<file path="config.mk">
export PLATFORM = sky130hd
export DESIGN_NAME = http_response_stream_parser
export DESIGN_NICKNAME = d
export VERILOG_FILES = /design/src/sv/hrsp_pkg.sv /design/src/sv/hrsp_step.sv /design/src/sv/http_response_stream_parser.sv
export SDC_FILE = /design/constraint.sdc
export NUM_CORES = 1
export LEC_CHECK = 0
export BUFFER_PORTS_ARGS = -buffer_cell sky130_fd_sc_hd__buf_2
export CORE_MARGIN = 3
export CORE_UTILIZATION = 50
export CTS_BUF_LIST = sky130_fd_sc_hd__clkbuf_8 sky130_fd_sc_hd__clkbuf_16
export DETAILED_ROUTE_END_ITERATION = 12
export PLACE_DENSITY = 0.7
export SLEW_MARGIN = 40
export SYNTH_ARGS = -nofsm -noshare
export SYNTH_HDL_FRONTEND = slang
export SYNTH_SLANG_ARGS = --single-unit
</file>
<file path="constraint.sdc">
create_clock -name clk -period 3.65 [get_ports clk]
set_input_delay 0.73 -clock clk [delete_from_list [all_inputs] [get_ports clk]]
set_output_delay 0.73 -clock clk [all_outputs]
set_load 0.05 [all_outputs]
</file>
<file path="src/sv/hrsp_pkg.sv">
// ----------------------------------------------------------------------------
// hrsp_pkg: shared types and constants for the HTTP response parser
// Phase codes, byte kinds, header ids and the parser state record.
// ----------------------------------------------------------------------------
package hrsp_pkg;

	localparam int LEN_W = 32;

	localparam logic [4:0] PH_VER      = 5'd0;
	localparam logic [4:0] PH_SP1      = 5'd1;
	localparam logic [4:0] PH_CODE     = 5'd2;
	localparam logic [4:0] PH_SP2      = 5'd3;
	localparam logic [4:0] PH_PHRASE   = 5'd4;
	localparam logic [4:0] PH_HSTART   = 5'd5;
	localparam logic [4:0] PH_HEND_LF  = 5'd6;
	localparam logic [4:0] PH_HNAME    = 5'd7;
	localparam logic [4:0] PH_HSP      = 5'd8;
	localparam logic [4:0] PH_HVAL     = 5'd9;
	localparam logic [4:0] PH_LEN      = 5'd10;
	localparam logic [4:0] PH_LEN_LF   = 5'd11;
	localparam logic [4:0] PH_BODY     = 5'd12;
	localparam logic [4:0] PH_CSIZE    = 5'd13;
	localparam logic [4:0] PH_CSIZE_LF = 5'd14;
	localparam logic [4:0] PH_CDATA    = 5'd15;
	localparam logic [4:0] PH_CCR      = 5'd16;
	localparam logic [4:0] PH_CLF      = 5'd17;
	localparam logic [4:0] PH_TCR      = 5'd18;
	localparam logic [4:0] PH_TLF      = 5'd19;
	localparam logic [4:0] PH_DONE     = 5'd20;
	localparam logic [4:0] PH_ERR      = 5'd21;

	localparam logic [2:0] K_STATUS = 3'd0;
	localparam logic [2:0] K_HNAME  = 3'd1;
	localparam logic [2:0] K_HVAL   = 3'd2;
	localparam logic [2:0] K_EOL    = 3'd3;
	localparam logic [2:0] K_BODY   = 3'd4;
	localparam logic [2:0] K_CHUNK  = 3'd5;
	localparam logic [2:0] K_IGN    = 3'd6;
	localparam logic [2:0] K_ERR    = 3'd7;

	localparam logic [2:0] H_NONE = 3'd0;
	localparam logic [2:0] H_LEN  = 3'd1;
	localparam logic [2:0] H_TE   = 3'd6;

	localparam logic [7:0] CH_CR = 8'h0D;
	localparam logic [7:0] CH_LF = 8'h0A;

	typedef struct packed {
		logic [4:0]       phase;
		logic [4:0]       mpos;
		logic [5:0]       cand;
		logic [2:0]       hdr;
		logic [LEN_W-1:0] acc;
		logic [LEN_W-1:0] rem;
		logic             chunked;
		logic             first_chunk;
		logic             cmatch;
		logic             saw_cr;
		logic [9:0]       code;
		logic [7:0]       ver;
	} state_t;

	typedef struct packed {
		logic [2:0]       kind;
		logic [2:0]       hid;
		logic [7:0]       body;
		logic [9:0]       code;
		logic [3:0]       vmaj;
		logic [3:0]       vmin;
		logic [LEN_W-1:0] lval;
		logic             lvalid;
		logic             done;
		logic             err;
	} result_t;

	function automatic state_t reset_state();
		state_t s;
		s = '0;
		s.phase = PH_VER;
		s.cand = 6'h3F;
		s.first_chunk = 1'b1;
		s.cmatch = 1'b1;
		return s;
	endfunction

	function automatic logic [4:0] hdr_len(input int i);
		case (i)
			0: return 5'd14;
			1: return 5'd12;
			2: return 5'd10;
			3: return 5'd4;
			4: return 5'd6;
			default: return 5'd17;
		endcase
	endfunction

	// expected character of known header i at position p, 0 past its end
	function automatic logic [7:0] hdr_char(input int i, input logic [4:0] p);
		logic [135:0] t;
		logic [4:0]   n;
		n = hdr_len(i);
		case (i)
			0: t = 136'("Content-Length");
			1: t = 136'("Content-Type");
			2: t = 136'("Connection");
			3: t = 136'("Date");
			4: t = 136'("Server");
			default: t = 136'("Transfer-Encoding");
		endcase
		// first character sits in the highest used byte
		if (p < n) return t[8*(int'(n) - 1 - int'(p)) +: 8];
		return 8'h00;
	endfunction

	function automatic logic [7:0] proto_char(input logic [4:0] p);
		case (p)
			5'd0: return "H";
			5'd1: return "T";
			5'd2: return "T";
			5'd3: return "P";
			default: return "/";
		endcase
	endfunction

	function automatic logic [7:0] chunk_char(input logic [4:0] p);
		case (p)
			5'd0: return "c";
			5'd1: return "h";
			5'd2: return "u";
			5'd3: return "n";
			5'd4: return "k";
			5'd5: return "e";
			default: return "d";
		endcase
	endfunction

endpackage

</file>
<file path="src/sv/hrsp_step.sv">
// ----------------------------------------------------------------------------
// hrsp_step: next-state and result logic for one byte
// Pure combinational update of the parser state from one input byte.
// ----------------------------------------------------------------------------
module hrsp_step (
	input  hrsp_pkg::state_t  cur,
	input  logic [7:0]        data_byte,
	input  logic              start_message,
	output hrsp_pkg::state_t  nxt,
	output hrsp_pkg::result_t res
);

	localparam int W = hrsp_pkg::LEN_W;
	localparam logic [W-1:0] MAXV = '1;
	localparam logic [W-1:0] DEC_LIM = MAXV / 10;
	localparam logic [3:0]   DEC_REM = 4'(MAXV % 10);

	always_comb begin
		hrsp_pkg::state_t s;
		logic [7:0] b;
		logic fail, isdig;
		logic [2:0] kind, hid;
		logic [7:0] body;
		logic [W-1:0] lv;
		logic lvalid, done;
		logic [1:0] r;
		logic [3:0] dig, hx;
		logic hxok;
		logic [W+3:0] mul;

		b = data_byte;
		s = start_message ? hrsp_pkg::reset_state() : cur;
		fail = 1'b0; kind = hrsp_pkg::K_STATUS; hid = hrsp_pkg::H_NONE;
		body = '0; lv = '0; lvalid = 1'b0; done = 1'b0; r = 2'd0;
		isdig = (b >= "0") && (b <= "9");
		dig = 4'(b - "0");
		hxok = 1'b1; hx = dig;
		if (isdig) hx = dig;
		else if (b >= "A" && b <= "F") hx = 4'(b - "A" + 8'd10);
		else if (b >= "a" && b <= "f") hx = 4'(b - "a" + 8'd10);
		else hxok = 1'b0;
		mul = (W+4)'(s.acc) * (W+4)'(10) + (W+4)'(dig);

		if (s.phase == hrsp_pkg::PH_SP1 && b != " ") s.phase = hrsp_pkg::PH_CODE;
		if (s.phase == hrsp_pkg::PH_SP2 && b != " ") s.phase = hrsp_pkg::PH_PHRASE;
		if (s.phase == hrsp_pkg::PH_HSP && b != " ")
			s.phase = (s.hdr == hrsp_pkg::H_LEN) ? hrsp_pkg::PH_LEN : hrsp_pkg::PH_HVAL;
		if (s.phase == hrsp_pkg::PH_HSTART && b != hrsp_pkg::CH_CR)
			s.phase = hrsp_pkg::PH_HNAME;

		// CR LF line scan for phrase and text values
		if (s.phase == hrsp_pkg::PH_PHRASE || s.phase == hrsp_pkg::PH_HVAL) begin
			if (s.saw_cr) begin
				if (b == hrsp_pkg::CH_LF) begin
					s.saw_cr = 1'b0; r = 2'd2;
				end else begin
					s.cmatch = 1'b0;
					if (b == hrsp_pkg::CH_CR) r = 2'd1;
					else s.saw_cr = 1'b0;
				end
			end else if (b == hrsp_pkg::CH_CR) begin
				s.saw_cr = 1'b1; r = 2'd1;
			end
		end

		case (s.phase)
			hrsp_pkg::PH_VER: begin
				if (s.mpos < 5'd5) fail = (b != hrsp_pkg::proto_char(s.mpos));
				else if (s.mpos == 5'd6) fail = (b != ".");
				else if (!isdig) fail = 1'b1;
				else if (s.mpos == 5'd5) s.ver = {dig, 4'd0};
				else begin
					s.ver = {s.ver[7:4], dig};
					s.phase = hrsp_pkg::PH_SP1;
				end
				s.mpos = s.mpos + 5'd1;
				if (s.phase == hrsp_pkg::PH_SP1) begin
					s.mpos = '0; s.acc = '0;
				end
			end
			hrsp_pkg::PH_SP1, hrsp_pkg::PH_SP2: ;
			hrsp_pkg::PH_CODE: begin
				if (!isdig) fail = 1'b1;
				else begin
					s.acc = mul[W-1:0];
					s.mpos = s.mpos + 5'd1;
					if (s.mpos >= 5'd3) begin
						s.code = s.acc[9:0]; s.acc = '0; s.mpos = '0;
						s.saw_cr = 1'b0; s.phase = hrsp_pkg::PH_SP2;
					end
				end
			end
			hrsp_pkg::PH_PHRASE: begin
				if (r != 2'd0) kind = hrsp_pkg::K_EOL;
				if (r == 2'd2) begin
					s.phase = hrsp_pkg::PH_HSTART; s.mpos = '0; s.cand = 6'h3F;
					s.hdr = '0; s.saw_cr = 1'b0;
				end
			end
			hrsp_pkg::PH_HSTART: begin
				kind = hrsp_pkg::K_EOL; s.phase = hrsp_pkg::PH_HEND_LF;
			end
			hrsp_pkg::PH_HEND_LF: begin
				if (b != hrsp_pkg::CH_LF) fail = 1'b1;
				else begin
					kind = hrsp_pkg::K_EOL;
					if (s.chunked) begin
						s.rem = '0; s.first_chunk = 1'b1; s.acc = '0;
						s.phase = hrsp_pkg::PH_CSIZE;
					end else if (s.rem == '0) begin
						done = 1'b1; s.phase = hrsp_pkg::PH_DONE;
					end else s.phase = hrsp_pkg::PH_BODY;
				end
			end
			hrsp_pkg::PH_HNAME: begin
				kind = hrsp_pkg::K_HNAME;
				if (b == ":") begin
					s.hdr = '0;
					for (int i = 0; i < 6; i++)
						if (s.cand[i] && hrsp_pkg::hdr_len(i) == s.mpos) s.hdr = 3'(i + 1);
					hid = s.hdr; s.acc = '0; s.mpos = '0; s.cmatch = 1'b1;
					s.saw_cr = 1'b0; s.phase = hrsp_pkg::PH_HSP;
				end else if (b == hrsp_pkg::CH_CR || b == hrsp_pkg::CH_LF) fail = 1'b1;
				else begin
					for (int i = 0; i < 6; i++)
						if (s.mpos >= hrsp_pkg::hdr_len(i) || hrsp_pkg::hdr_char(i, s.mpos) != b)
							s.cand[i] = 1'b0;
					if (s.mpos < 5'd31) s.mpos = s.mpos + 5'd1;
				end
			end
			hrsp_pkg::PH_HSP: begin
				kind = hrsp_pkg::K_HVAL; hid = s.hdr;
			end
			hrsp_pkg::PH_HVAL: begin
				hid = s.hdr;
				if (r == 2'd0) begin
					kind = hrsp_pkg::K_HVAL;
					if (s.hdr == hrsp_pkg::H_TE) begin
						if (s.mpos < 5'd7 && b == hrsp_pkg::chunk_char(s.mpos))
							s.mpos = s.mpos + 5'd1;
						else s.cmatch = 1'b0;
					end
				end else begin
					kind = hrsp_pkg::K_EOL;
					if (r == 2'd2) begin
						if (s.hdr == hrsp_pkg::H_TE) s.chunked = s.cmatch && s.mpos == 5'd7;
						s.phase = hrsp_pkg::PH_HSTART; s.mpos = '0; s.cand = 6'h3F;
						s.hdr = '0; s.saw_cr = 1'b0;
					end
				end
			end
			hrsp_pkg::PH_LEN: begin
				hid = hrsp_pkg::H_LEN;
				if (isdig) begin
					if (s.acc > DEC_LIM || (s.acc == DEC_LIM && dig > DEC_REM)) fail = 1'b1;
					else begin
						s.acc = mul[W-1:0]; kind = hrsp_pkg::K_HVAL;
					end
				end else if (b == hrsp_pkg::CH_CR) begin
					kind = hrsp_pkg::K_EOL; s.phase = hrsp_pkg::PH_LEN_LF;
				end else fail = 1'b1;
			end
			hrsp_pkg::PH_LEN_LF: begin
				if (b != hrsp_pkg::CH_LF) fail = 1'b1;
				else begin
					kind = hrsp_pkg::K_EOL; hid = hrsp_pkg::H_LEN;
					s.rem = s.acc; lv = s.acc; lvalid = 1'b1;
					s.phase = hrsp_pkg::PH_HSTART; s.mpos = '0; s.cand = 6'h3F;
					s.hdr = '0; s.saw_cr = 1'b0;
				end
			end
			hrsp_pkg::PH_BODY, hrsp_pkg::PH_CDATA: begin
				kind = hrsp_pkg::K_BODY; body = b;
				s.rem = s.rem - 1'b1;
				if (s.rem == '0) begin
					if (s.phase == hrsp_pkg::PH_BODY) begin
						done = 1'b1; s.phase = hrsp_pkg::PH_DONE;
					end else begin
						s.first_chunk = 1'b0; s.phase = hrsp_pkg::PH_CCR;
					end
				end
			end
			hrsp_pkg::PH_CSIZE: begin
				kind = hrsp_pkg::K_CHUNK;
				if (b == hrsp_pkg::CH_CR) s.phase = hrsp_pkg::PH_CSIZE_LF;
				else if (!hxok || s.acc[W-1:W-4] != 4'd0) fail = 1'b1;
				else s.acc = {s.acc[W-5:0], hx};
			end
			hrsp_pkg::PH_CSIZE_LF: begin
				if (b != hrsp_pkg::CH_LF) fail = 1'b1;
				else begin
					kind = hrsp_pkg::K_CHUNK; lv = s.acc; lvalid = 1'b1;
					if (s.acc == '0) s.phase = hrsp_pkg::PH_TCR;
					else begin
						s.rem = s.acc; s.phase = hrsp_pkg::PH_CDATA;
					end
				end
			end
			hrsp_pkg::PH_CCR, hrsp_pkg::PH_TCR: begin
				if (b != hrsp_pkg::CH_CR) fail = 1'b1;
				else begin
					kind = hrsp_pkg::K_CHUNK;
					s.phase = (s.phase == hrsp_pkg::PH_CCR) ? hrsp_pkg::PH_CLF : hrsp_pkg::PH_TLF;
				end
			end
			hrsp_pkg::PH_CLF: begin
				if (b != hrsp_pkg::CH_LF) fail = 1'b1;
				else begin
					kind = hrsp_pkg::K_CHUNK; s.acc = '0; s.phase = hrsp_pkg::PH_CSIZE;
				end
			end
			hrsp_pkg::PH_TLF: begin
				if (b != hrsp_pkg::CH_LF) fail = 1'b1;
				else begin
					kind = hrsp_pkg::K_CHUNK; done = 1'b1; s.phase = hrsp_pkg::PH_DONE;
				end
			end
			hrsp_pkg::PH_DONE: kind = hrsp_pkg::K_IGN;
			default: fail = 1'b1;
		endcase

		if (fail) begin
			s.phase = hrsp_pkg::PH_ERR; kind = hrsp_pkg::K_ERR; hid = '0; body = '0;
			lv = '0; lvalid = 1'b0; done = 1'b0;
		end

		nxt = s;
		res.kind = kind;
		res.hid = hid;
		res.body = body;
		res.code = s.code;
		res.vmaj = s.ver[7:4];
		res.vmin = s.ver[3:0];
		res.lval = lv;
		res.lvalid = lvalid;
		res.done = done;
		res.err = fail;
	end

endmodule

</file>
<file path="src/sv/http_response_stream_parser.sv">
// ----------------------------------------------------------------------------
// http_response_stream_parser: HTTP/1.x response byte classifier
// Labels every byte of a response stream and extracts status and lengths.
// ----------------------------------------------------------------------------
// Usage:
//  Input channel s_axis_*: one response byte per beat, tuser = start_message
//  (1 restarts parsing with this byte as the first of a new status line).
//  Output channel m_axis_*: exactly one result beat per input beat, in order.
//  The result of a beat is in the output register on the cycle after it
//  is accepted. Throughput: one beat per cycle unless the output stalls; the parser
//  state update is a single combinational step between the input and the
//  output register, so a new byte is taken every cycle while the output drains.
//  Stall: the output register holds while m_axis_tready is low; input is
//  still taken when the register is empty or being drained that same cycle.
//  Reset (arst_n low): state returns to the status line start, output empty.
//  parse_error is sticky until start_message or reset.
// ----------------------------------------------------------------------------
module http_response_stream_parser (
	input  logic        clk,
	input  logic        arst_n,
	input  logic        s_axis_tvalid,
	output logic        s_axis_tready,
	input  logic [7:0]  s_axis_tdata,   // [7:0] data_byte
	input  logic        s_axis_tuser,   // [0] start_message
	output logic        m_axis_tvalid,
	input  logic        m_axis_tready,
	// [2:0] byte_kind, [5:3] header_id, [13:6] body_byte, [23:14] status_code,
	// [27:24] version_major, [31:28] version_minor, [63:32] length_value,
	// [64] length_valid, [65] message_done, [66] parse_error, [71:67] zero
	output logic [71:0] m_axis_tdata
);

	hrsp_pkg::state_t  st_q, st_nxt;
	hrsp_pkg::result_t res, res_q;
	logic take;

	// a new byte enters whenever the result slot is free or being emptied
	assign s_axis_tready = !m_axis_tvalid || m_axis_tready;
	assign take = s_axis_tvalid && s_axis_tready;

	hrsp_step u_step (
		.cur(st_q), .data_byte(s_axis_tdata), .start_message(s_axis_tuser),
		.nxt(st_nxt), .res(res)
	);

	always_ff @(posedge clk or negedge arst_n) begin
		if (!arst_n) begin
			st_q <= hrsp_pkg::reset_state();
			m_axis_tvalid <= 1'b0;
		end else begin
			if (take) st_q <= st_nxt;
			if (take) m_axis_tvalid <= 1'b1;
			else if (m_axis_tready) m_axis_tvalid <= 1'b0;
		end
	end

	always_ff @(posedge clk) begin
		if (take) res_q <= res;
	end

	assign m_axis_tdata = {5'd0, res_q.err, res_q.done, res_q.lvalid, res_q.lval,
		res_q.vmin, res_q.vmaj, res_q.code, res_q.body, res_q.hid, res_q.kind};

	// error result always carries the error kind
	a_err_kind: assert property (@(posedge clk) disable iff (!arst_n)
		m_axis_tvalid && res_q.err |-> res_q.kind == hrsp_pkg::K_ERR)
		else $error("error flag without error kind");
	// body byte only on body beats
	a_body: assert property (@(posedge clk) disable iff (!arst_n)
		m_axis_tvalid && res_q.kind != hrsp_pkg::K_BODY |-> res_q.body == 8'd0)
		else $error("body byte on non-body beat");
	// error is sticky without restart
	a_sticky: assert property (@(posedge clk) disable iff (!arst_n)
		take && !s_axis_tuser && st_q.phase == hrsp_pkg::PH_ERR |=> res_q.err)
		else $error("error not sticky");

endmodule

</file>
==> results.sh <==
export IMPL_drt_pass1_iter_count=7
export IMPL_yosys_warnings=0
export IMPL_place_congestion=1.01
export IMPL_fin_ws_ps=-98.3
export IMPL_start_util_pct=51.2
export IMPL_powerDensity_mw_per_mm2=375
export IMPL_end_kind="register"
export IMPL_area_growth_pct=42.0
export IMPL_clk_latency_ps=460
export IMPL_cts_inserted_buffers=17
export IMPL_final_common_cell="buf_4"
export IMPL_grt_usage_pct=38.4
export IMPL_diodes=0
export IMPL_rsz0062_at_grt="true"
export IMPL_clock_fmax_ghz=0.267
export IMPL_clkSinkCount=172
export IMPL_die_w_um=184
export IMPL_drt_iter0_drc=2400
export IMPL_drv_cap=0
export IMPL_power_leakage_uw=0.00999
export IMPL_portBuffers=81
export IMPL_crit_fanout=7
export IMPL_worstMarginPinSlew_ps=680
export IMPL_gr_total_overflow=0
export IMPL_core_mm2=0.0309
export IMPL_peakVddDrop_mv=0.338
export IMPL_htree_levels=4
export IMPL_violations="negative setup slack"
export IMPL_cp_data_arrival_time_ps=4080
export IMPL_synth_area_per_cell_um2=7.82
export IMPL_fin_crit_ps=3750
export IMPL_postCtsHoldBufs=0
export IMPL_synth_edff_count=67
export IMPL_finalHoldViolCount=0
export IMPL_drv_slew=0
export IMPL_totalWireLength_um=67100
export IMPL_tns_ps=-568
export IMPL_hold_class="in -> async"
export IMPL_whs_ps=312
export IMPL_die_h_um=184
export IMPL_synth_seq_cells=172
export IMPL_wl_per_cell_um=22.6
export IMPL_dr_total_vias=19200
export IMPL_final_util_pct=72.8
export IMPL_vias_per_cell=6.46
export IMPL_period_share_pct=103
export IMPL_relSlewSlack_pct=54.7
export IMPL_drc_errors=0
export IMPL_io_pins=87
export IMPL_final_nets=2660
export IMPL_status="finished with violations"
export IMPL_grt_max_degree=75
export IMPL_clock_path_buffers=2
export IMPL_synthFlopType="dfrtp_1"
export IMPL_synth_area_mm2=0.0158
export IMPL_rows=64
export IMPL_antenna_found_initial=0
export IMPL_dp_hpwl_um=49700
export IMPL_required_ps=3980
export IMPL_synthArstFlopShare_pct=61.0
export IMPL_synth_cell_types=88
export IMPL_grt_pass1_wl_um=102000
export IMPL_place_ws_ps=-735
export IMPL_drive_gt1_share_pct=35.6
export IMPL_cp_start_kind="input pin"
export IMPL_setup_violations=11
export IMPL_clk_pin_slew_ps=80
export IMPL_grt_pass1_vias=18400
export IMPL_yosysSeqAreaShare_pct=29.3
export IMPL_root_buffer="clkbuf_16"
export IMPL_die_area_mm2=0.0338
export IMPL_fin_worst_skew_ps=16.7
export IMPL_cts_tree="done"
export IMPL_mostFrequentLayoutCells="555 x buf_4, 221 x nand2_1, 169 x nor2_1"
export IMPL_crit_type="in -> reg"
export IMPL_synthCells=2024
export IMPL_postRouteAntennaNets=0
export IMPL_place_area_mm2=0.0209
export IMPL_postLayoutCellArea_mm2=0.0225
-- synthesized netlist by cell type (13+ instances only) --
master,n,share of area (%)
nand2_1,233,5.5
nor2_1,177,4.2
o21ai_0,164,5.2
a21oi_1,155,4.9
clkbuf_1,102,2.4
dfrtp_1,98,15
ha_1,81,6.4
nand3_1,69,2.2
edfxtp_1,67,13
xnor2_1,60,3.3
nor3_1,59,1.9
inv_1,49,1.2
nor2b_1,43,1.7
nand4_1,42,1.7
a22oi_1,34,1.6
and2_1,33,1.3
nor4_1,33,1.3
xor2_1,31,1.7
a21o_1,29,1.4
a31oi_1,28,1.1
mux2_2,26,1.8
and3_1,22,0.87
a211oi_1,21,1.0
o211ai_1,19,0.90
o22ai_1,19,0.75
or3_1,18,0.71
nand2b_1,16,0.63
buf_2,15,0.47
mux2i_1,15,0.95
a22o_1,13,0.72
buf_1,13,0.31
or4_1,13,0.62
-- worst max-delay path, stage by stage --
cell and delay [ps]:
buf_12 130, buf_6 120, nor2b_4 200, ha_4 240
ha_4 170, a211o_1 320, a21o_1 230, buf_4 140
mux2_4 290, a211oi_2 240, nor3b_4 300, and4_4 300
nand3_1 190, nor4_4 190, xor2_1 190, o21ai_1 100
-- cell families (layout without fill, tap and decap cells) --
family | after synthesis | count (layout) | share of synthesized area, %
AOI/OAI and AO/OA | 641 | 641 | 26.3
xor gates and xnor gates | 91 | 91 | 5.03
adders and majority gates | 83 | 83 | 6.65
buffers and inverters | 190 | 739 | 4.76
DFF | 172 | 172 | 29.3
muxes | 42 | 42 | 2.88
other | 1 | 5 | 0.0237
and+or+nand+nor | 804 | 804 | 25.0
-- final timing paths --
| check | depth (start not counted) | to | slack [ps] | from |
|---|---|---|---|---|
| worst max-delay path | 16 | st_q[84]$_DFFE_PN0P_ | -100 | s_axis_tuser |
| worst min-delay path | 1 | st_q[2]$_DFFE_PN0P_ | 310 | arst_n |
| worst max register to register | 14 | st_q[84]$_DFFE_PN0P_ | -50 | st_q[58]$_DFFE_PN0P_ |
| worst min register to register | 2 | st_q[19]$_DFFE_PN1P_ | 490 | st_q[19]$_DFFE_PN1P_ |
| max in group asynchronous | 2 | st_q[89]$_DFFE_PN1P_ | 2520 | arst_n |
| min in group clk | 2 | st_q[19]$_DFFE_PN1P_ | 490 | st_q[19]$_DFFE_PN1P_ |
-- power breakdown --
| group | internal, uW | switching, uW | total (uW) |
|---|---|---|---|
| clock | 954 | 905 | 1860 |
| sequential | 2150 | 106 | 2260 |
| combinational | 1890 | 2430 | 4320 |
-- sequential cells by signal (all words and copies together), names as in the netlist --
register / flops
m_axis_tdata: 67
m_axis_tvalid: 1
st_q: 104
-- timing repair --
item                                    in CTS  in global routing
gates resized for setup                     44                119
endpoints found under the setup margin      14                 57
buffers inserted                             5                 15
pin swaps                                   22                 64
-- metal layers --
| layer | track usage [%] | vias to the layer above | part of all wire (%) |
|---|---|---|---|
| met2 | 59.6 | 1192 | 45 |
| met4 | 14.4 | 0 | 3.6 |
| li1 | - | 8637 | - |
| met5 | 0 | - | 0 |
| met3 | 8.09 | 217 | 10 |
| met1 | 53.0 | 9170 | 41 |
-- through the flow --
stage / power, uW / cells
floorplan: 4650 / 2028
global placement: 6290 / 2921
detailed placement: 6350 / 2921
CTS: 8220 / 2958
global route: 8820 / 2973
finish: 8440 / 2973
-- cell type report --
type	count	area (um^2)
clock buffer	17	425
clock inverter	15	138
fill	2409	8410
inverter	54	234
multi-input combinational	1666	11700
sequential	172	4650
tap	396	495
timing repair buffer	653	4860
(Power assumes the default switching activity.)
